===== src/fbpa_pkg.sv =====
// ----------------------------------------------------------------------------
// fbpa_pkg
// Types and codes shared by the fixed block pool allocator modules.
// ----------------------------------------------------------------------------
package fbpa_pkg;

  // Operation codes on the input word
  localparam logic [1:0] OP_ALLOC   = 2'd0;
  localparam logic [1:0] OP_RELEASE = 2'd1;
  localparam logic [1:0] OP_REINIT  = 2'd2;

  // Result status codes
  localparam logic [2:0] ST_ALLOC    = 3'd0;
  localparam logic [2:0] ST_RELEASED = 3'd1;
  localparam logic [2:0] ST_EMPTY    = 3'd2;
  localparam logic [2:0] ST_FULL     = 3'd3;
  localparam logic [2:0] ST_BAD      = 3'd4;
  localparam logic [2:0] ST_REINIT   = 3'd5;

  // Register indexes (selected by paddr[2])
  localparam logic REG_BLOCK_SIZE  = 1'b0;
  localparam logic REG_BLOCK_COUNT = 1'b1;

  // Register reset values
  localparam logic [7:0] BLOCK_SIZE_RST  = 8'd16;
  localparam logic [8:0] BLOCK_COUNT_RST = 9'd256;

  typedef struct packed {
    logic [8:0] block_count;
    logic [7:0] block_size;
  } cfg_t;

  typedef struct packed {
    logic [8:0]  blocks_free;
    logic [15:0] byte_offset;
    logic [7:0]  granted_index;
    logic [2:0]  status;
  } res_t;

endpackage


===== src/fbpa_ram.sv =====
// ----------------------------------------------------------------------------
// fbpa_ram
// Generic single-write, single-read synchronous RAM with registered read.
// ----------------------------------------------------------------------------
module fbpa_ram #(
  parameter int WIDTH = 8,
  parameter int DEPTH = 256
) (
  input  logic                     clk,
  input  logic                     we,
  input  logic [$clog2(DEPTH)-1:0] waddr,
  input  logic [WIDTH-1:0]         wdata,
  input  logic [$clog2(DEPTH)-1:0] raddr,
  output logic [WIDTH-1:0]         rdata
);

  logic [WIDTH-1:0] mem [DEPTH];

  always_ff @(posedge clk) begin
    if (we) begin
      mem[waddr] <= wdata;
    end
    rdata <= mem[raddr];
  end

endmodule


===== src/fbpa_regs.sv =====
// ----------------------------------------------------------------------------
// fbpa_regs
// APB register file holding block_size and block_count.
// ----------------------------------------------------------------------------
module fbpa_regs (
  input  logic              clk,
  input  logic              rst,
  input  logic              psel,
  input  logic              penable,
  input  logic              pwrite,
  input  logic [2:0]        paddr,
  input  logic [31:0]       pwdata,
  output logic [31:0]       prdata,
  output logic              pready,
  output fbpa_pkg::cfg_t    cfg
);
  import fbpa_pkg::*;

  logic wr_en;

  assign pready = 1'b1;
  assign wr_en  = psel && penable && pwrite && pready;

  always_ff @(posedge clk) begin
    if (rst) begin
      cfg.block_size  <= BLOCK_SIZE_RST;
      cfg.block_count <= BLOCK_COUNT_RST;
    end else if (wr_en) begin
      unique case (paddr[2])
        REG_BLOCK_SIZE:  cfg.block_size  <= pwdata[7:0];
        REG_BLOCK_COUNT: cfg.block_count <= pwdata[8:0];
        default: ;
      endcase
    end
  end

  always_comb begin
    unique case (paddr[2])
      REG_BLOCK_SIZE:  prdata = {24'd0, cfg.block_size};
      REG_BLOCK_COUNT: prdata = {23'd0, cfg.block_count};
      default:         prdata = 32'd0;
    endcase
  end

  // Low address bits carry no register select
  logic unused_addr;
  assign unused_addr = ^{paddr[1:0], pwdata[31:9]};

endmodule


===== src/fbpa_ctrl.sv =====
// ----------------------------------------------------------------------------
// fbpa_ctrl
// Free list control: head, counters and the link table RAM.
// ----------------------------------------------------------------------------
module fbpa_ctrl #(
  parameter int MAX_BLOCKS = 256
) (
  input  logic              clk,
  input  logic              rst,
  input  fbpa_pkg::cfg_t    cfg,
  input  logic              in_valid,
  output logic              in_ready,
  input  logic [1:0]        in_op,
  input  logic [7:0]        in_index,
  output logic              res_valid,
  input  logic              res_ready,
  output fbpa_pkg::res_t    res
);
  import fbpa_pkg::*;

  localparam int         DEPTH = (MAX_BLOCKS < 256) ? MAX_BLOCKS : 256;
  localparam int         AW    = $clog2(DEPTH);
  localparam logic [8:0] CAP   = 9'(DEPTH);

  logic          head_valid, head_valid_next;
  logic [AW-1:0] head, head_next;
  logic [8:0]    next_untouched, next_untouched_next;
  logic [8:0]    free_total, free_total_next;
  logic [8:0]    eff, eff_next;
  logic          pop_pending, pop_pending_next;

  logic          accept;
  logic [8:0]    untouched, freed_len, cfg_eff;
  logic          link_we;
  logic [7:0]    link_wdata, link_rdata;
  logic [7:0]    grant;
  logic [2:0]    status;

  assign in_ready = !pop_pending && (!res_valid || res_ready);
  assign accept   = in_valid && in_ready;

  assign cfg_eff   = (cfg.block_count > CAP) ? CAP : cfg.block_count;
  assign untouched = (next_untouched < eff) ? (eff - next_untouched) : 9'd0;
  assign freed_len = (free_total > untouched) ? (free_total - untouched) : 9'd0;

  // Read the link of the head every cycle; it is consumed after a pop
  fbpa_ram #(.WIDTH(8), .DEPTH(DEPTH)) u_link (
    .clk   (clk),
    .we    (link_we),
    .waddr (in_index[AW-1:0]),
    .wdata (link_wdata),
    .raddr (head),
    .rdata (link_rdata)
  );

  always_comb begin
    head_valid_next     = head_valid;
    head_next           = head;
    next_untouched_next = next_untouched;
    free_total_next     = free_total;
    eff_next            = eff;
    pop_pending_next    = 1'b0;
    link_we             = 1'b0;
    link_wdata          = head_valid ? 8'(head) : 8'd0;
    grant               = 8'd0;
    status              = ST_BAD;

    if (pop_pending) begin
      // Link read of the popped block lands now
      head_next = link_rdata[AW-1:0];
    end

    if (accept) begin
      unique case (in_op)
        OP_ALLOC: begin
          status = ST_EMPTY;
          if (free_total != 9'd0) begin
            if (head_valid && freed_len != 9'd0) begin
              grant            = 8'(head);
              head_valid_next  = (freed_len > 9'd1);
              pop_pending_next = (freed_len > 9'd1);
              free_total_next  = free_total - 9'd1;
              status           = ST_ALLOC;
            end else if (next_untouched < eff) begin
              grant               = next_untouched[7:0];
              next_untouched_next = next_untouched + 9'd1;
              free_total_next     = free_total - 9'd1;
              status              = ST_ALLOC;
            end
          end
        end
        OP_RELEASE: begin
          if ({1'b0, in_index} >= eff) begin
            status = ST_BAD;
          end else if (free_total >= eff) begin
            status = ST_FULL;
          end else begin
            link_we         = 1'b1;
            head_next       = in_index[AW-1:0];
            head_valid_next = 1'b1;
            free_total_next = free_total + 9'd1;
            status          = ST_RELEASED;
          end
        end
        OP_REINIT: begin
          eff_next            = cfg_eff;
          head_valid_next     = 1'b0;
          next_untouched_next = 9'd0;
          free_total_next     = cfg_eff;
          status              = ST_REINIT;
        end
        default: status = ST_BAD;
      endcase
    end
  end

  always_ff @(posedge clk) begin
    if (rst) begin
      head_valid     <= 1'b0;
      next_untouched <= 9'd0;
      free_total     <= CAP;
      eff            <= CAP;
      pop_pending    <= 1'b0;
      res_valid      <= 1'b0;
    end else begin
      head_valid     <= head_valid_next;
      next_untouched <= next_untouched_next;
      free_total     <= free_total_next;
      eff            <= eff_next;
      pop_pending    <= pop_pending_next;
      if (accept) begin
        res_valid <= 1'b1;
      end else if (res_ready) begin
        res_valid <= 1'b0;
      end
    end
  end

  always_ff @(posedge clk) begin
    head <= head_next;
    if (accept) begin
      res.status        <= status;
      res.granted_index <= grant;
      res.byte_offset   <= (status == ST_ALLOC) ?
                           16'(16'(grant) * 16'(cfg.block_size)) : 16'd0;
      res.blocks_free   <= free_total_next;
    end
  end

endmodule


===== src/fixed_block_pool_allocator_unit.sv =====
// ----------------------------------------------------------------------------
// fixed_block_pool_allocator_unit
// Fixed-size block pool kept as a LIFO free list with an external link table.
// ----------------------------------------------------------------------------
//
//   channel  | direction | fields (tdata, lowest bit first)
//   ---------+-----------+--------------------------------------------------
//   s_axis   | in        | op[1:0], block_index[9:2], zero pad [15:10]
//   m_axis   | out       | status[2:0], granted_index[10:3], byte_offset[26:11],
//            |           | blocks_free[35:27], zero pad [39:36]
//   APB      | cfg       | 0x0 block_size, 0x4 block_count
//
// An allocate that pops a freed block with more freed blocks behind it holds
// s_axis until the link of the popped block comes out of the registered-read
// link table RAM. Every other word, a pop of the last freed block included,
// leaves s_axis ready for the next word. The result shows on m_axis the
// cycle after its word is accepted, and a new word is taken while that
// result waits if the output register is drained in the same cycle.
// Reset is synchronous; the link table needs no clearing pass, so words are
// taken from the first cycle after reset. A stall on m_axis holds s_axis.
// block_count takes effect at reset or at a reinitialise word only.
//
module fixed_block_pool_allocator_unit #(
  parameter int MAX_BLOCKS = 256
) (
  input  logic        clk,
  input  logic        rst,
  // Input words
  input  logic        s_axis_tvalid,
  output logic        s_axis_tready,
  input  logic [15:0] s_axis_tdata,   // op[1:0], block_index[9:2]
  // Result words
  output logic        m_axis_tvalid,
  input  logic        m_axis_tready,
  output logic [39:0] m_axis_tdata,   // status, granted_index, byte_offset, blocks_free
  // Configuration
  input  logic        psel,
  input  logic        penable,
  input  logic        pwrite,
  input  logic [2:0]  paddr,
  input  logic [31:0] pwdata,
  output logic [31:0] prdata,
  output logic        pready
);
  import fbpa_pkg::*;

  cfg_t cfg;
  res_t res;

  fbpa_regs u_regs (
    .clk     (clk),
    .rst     (rst),
    .psel    (psel),
    .penable (penable),
    .pwrite  (pwrite),
    .paddr   (paddr),
    .pwdata  (pwdata),
    .prdata  (prdata),
    .pready  (pready),
    .cfg     (cfg)
  );

  fbpa_ctrl #(.MAX_BLOCKS(MAX_BLOCKS)) u_ctrl (
    .clk       (clk),
    .rst       (rst),
    .cfg       (cfg),
    .in_valid  (s_axis_tvalid),
    .in_ready  (s_axis_tready),
    .in_op     (s_axis_tdata[1:0]),
    .in_index  (s_axis_tdata[9:2]),
    .res_valid (m_axis_tvalid),
    .res_ready (m_axis_tready),
    .res       (res)
  );

  // Pack fields from the lowest bit up, pad to whole bytes
  assign m_axis_tdata = {4'd0, res.blocks_free, res.byte_offset,
                         res.granted_index, res.status};

  // Upper input pad bits carry nothing
  logic unused_pad;
  assign unused_pad = ^s_axis_tdata[15:10];

endmodule


===== config.mk =====
export PLATFORM = sky130hd
export DESIGN_NAME = fixed_block_pool_allocator_unit
export DESIGN_NICKNAME = d
export VERILOG_FILES = /design/src/fbpa_pkg.sv /design/src/fbpa_ram.sv /design/src/fbpa_regs.sv /design/src/fbpa_ctrl.sv /design/src/fixed_block_pool_allocator_unit.sv
export SDC_FILE = /design/constraint.sdc
export NUM_CORES = 2
export LEC_CHECK = 0
export BUFFER_PORTS_ARGS = -buffer_cell sky130_fd_sc_hd__buf_2
export CAP_MARGIN = 20
export CELL_PAD_IN_SITES_DETAIL_PLACEMENT = 1
export CELL_PAD_IN_SITES_GLOBAL_PLACEMENT = 2
export CORE_UTILIZATION = 45
export DETAILED_ROUTE_END_ITERATION = 7
export HOLD_SLACK_MARGIN = 0.06
export PLACE_DENSITY_LB_ADDON = 0.3
export SETUP_SLACK_MARGIN = 0.4
export SYNTH_ARGS = -nofsm -noshare
export SYNTH_HDL_FRONTEND = slang
export SYNTH_SLANG_ARGS = --single-unit

===== constraint.sdc =====
create_clock -name clk -period 18.4 [get_ports clk]
set_input_delay 0.92 -clock clk [delete_from_list [all_inputs] [get_ports clk]]
set_output_delay 0.92 -clock clk [all_outputs]
set_load 0.02 [all_outputs]

==> metrics.yaml <==
whs_ns: 0.341
slowest_stage: "a21oi_1"
cts_tree: "done"
cts_root_buffer: "clkbuf_16"
maxSlewViolCount: 0
core_area_um2: 192000
tightestPinTransition_ns: 1.14
r2r_slack_ns: 9.05
use_met1: 0.317
clock_path_buffers: 3
fin_crit_sh: 0.508
synth_area_leaders: "edfxtp_1 72%, mux4_2 17%, dfxtp_1 1.4%"
crit_buf_inv: 7
gr-total-overflow: 0
final.setup_skew_ns: 0.0554
p_per_area_nw_per_um2: 137
crit_fanout: 27
met2_usage: 0.351
final.setup.worst_slack_ns: 9.05
finalNetCount: 4502
synth.distinct_cells: 71
clk_pin_slew_ns: 0.06
grt_antenna_before_repair: 3
h-tree-depth: 4
p_leak_nw: 30.7
yosysMostFrequentCell: "edfxtp_1"
seq_area_frac_synth: 0.734
vdd_drop_max_mv: 0.117
io_pins: 133
row_count: 161
fin_area_um2: 97500
critPathKind: "reg2reg"
crit_family: "adder cells"
cp-start-kind: "register"
hold_violations: 0
syn_area_per_cell_um2: 20.7
status: "completed"
layout-drive-gt1-share: 0.260
use_met3: 0.0334
preCtsSetupSlack_ns: 9.08
io_buffers: 73
synth_common_cells: "2084 x edfxtp_1, 672 x mux4_2, 309 x nor2_1"
die_h_um: 442
ant_nets: 0
syn_area_um2: 87000
place_area_um2: 90200
grt_start_max_net_pins: 221
worstPathRequired_ns: 19.10
cts_resized: 0
grt.busiest_layer: "met2"
insertion_delay_ns: 0.88
final.min_clock_period_ns: 9.35
end_kind: "register"
vias_per_cell: 5.94
yosys_warnings: 0
vias: 41800
synthToLayoutAreaGrowth_pct: 12.0
dieWidth_um: 442
dp_hpwl_um: 128000
holdBufCountCts: 0
async_reset_ff_frac: 0
fmax_mhz: 107
min_path_type: "in2reg"
initial_core_util: 0.453
grt_pass1_wl_um: 310000
first_pass_iters: 5
yosys.area.top_type: "edfxtp_1"
tns_ns: 0
drt_wl_total_um: 213000
arrival_ns: 10.05
cts_setup_buffers: 0
rsz0062_at_grt: "no"
wl_per_cell_um: 30.2
drtIter0Drc: 4111
ys.flop_type: "edfxtp_1"
synth_top_area_frac: 0.719
setup_viol_count_final: 0
drc: 0
maxSlewHeadroom: 0.238
ys_ff_latch: 2147
place_congestion: 0.797
first_global_vias: 43300
grt_use_total: 0.219
cts_buffers: 214
synthCells: 4201
die-area_um2: 195000
cts.sinks: 2147
max_stage_delay_ns: 0.69
cap_violations: 0
synth_edf_count: 2084
power_w: 0.0134
## kinds of logic after synthesis
kind of cell	after synthesis	share of synthesized area
simple gates	664	0.0350
compound gates	216	0.0167
fa+ha+maj	116	0.0200
xor+xnor	19	0.00191
other cells	2	0.0000863
flops	2147	0.734
buf+inv	347	0.0162
mux	690	0.176
## final cells by class
| class | count | area, µm² |
|---|---|---|
| fillers | 16900 | 94700 |
| flip-flops and latches | 2147 | 63900 |
| multi-input cells | 1733 | 21900 |
| clock buffers | 266 | 5620 |
| well taps | 2526 | 3160 |
| clock inverters | 132 | 1460 |
| repair buffers | 139 | 1080 |
| inverters | 93 | 349 |
| diodes | 2 | 5.00 |
## cells in the final DEF (no fill, tap or decap), drive strengths merged, types with 7 or more instances in the layout
cell and count:
fa 38, edfxtp 2084, nand3 38, inv 99, a21o 8, mux4 672, a21oi 73, buf 139
xor2 7, nor3b 9, nand4 12, conb 28, or3 14, bufinv 21, o21ai 41, nand2 129
clkbuf 266, nand2b 11, mux2i 10, clkinvlp 13, mux2 8, and2 67, nor3 19, dfxtp 63
xnor2 12, nor2 309, clkinv 92, a22oi 20, o21a 11, and3 9, ha 78, nor2b 21
## power breakdown
part           total [W]  leakage [nW]  internal, W  switching [W]
clock network    0.00439          3.42      0.00248        0.00191
logic            0.00337          7.53      0.00158        0.00179
registers        0.00560          19.8      0.00547       0.000131
total             0.0134          30.7      0.00953        0.00383
## sequential cells by signal, indices dropped and copies added (netlist names)
name,cells
u_ctrl.u_link.mem,2048
u_ctrl.res,36
u_regs.cfg,17
u_ctrl.eff,9
u_ctrl.free_total,9
u_ctrl.next_untouched,9
u_ctrl.head,8
u_ctrl.u_link.rdata,8
u_ctrl.head_valid,1
u_ctrl.pop_pending,1
u_ctrl.res_valid,1
## per-layer routing
metal,vias to the layer above,part of all wire
met3,258,0.060
met4,0,0.020
li1,17500,-
met5,-,0
met2,1295,0.49
met1,22700,0.43
## stage by stage
step                      utilization  std cells
after global routing            0.507       7036
after CTS                       0.506       7028
final                           0.507       7038
after detailed placement        0.469       6630
after floorplan                     -       4227
after global placement          0.469       6630
## path summary, 6_finish.rpt
path,end,cells past startpoint,startpoint
min reg2reg,u_ctrl.head[6],2,u_ctrl.u_link.rdata[6]
max reg2reg,u_ctrl.res[26],35,u_ctrl.next_untouched[5]
min,u_regs.cfg[9],3,pwdata[1]
max,u_ctrl.res[26],35,u_ctrl.next_untouched[5]
## worst register-to-register path, delay by kind of cell, from the launching register on
kind,cells,cell delay (ns)
compound gates,13,3.12
flops,1,0.36
buf+inv,7,0.59
fa+ha+maj,8,3.24
simple gates,7,1.91
No activity file was read; power rests on OpenSTA's default activity.
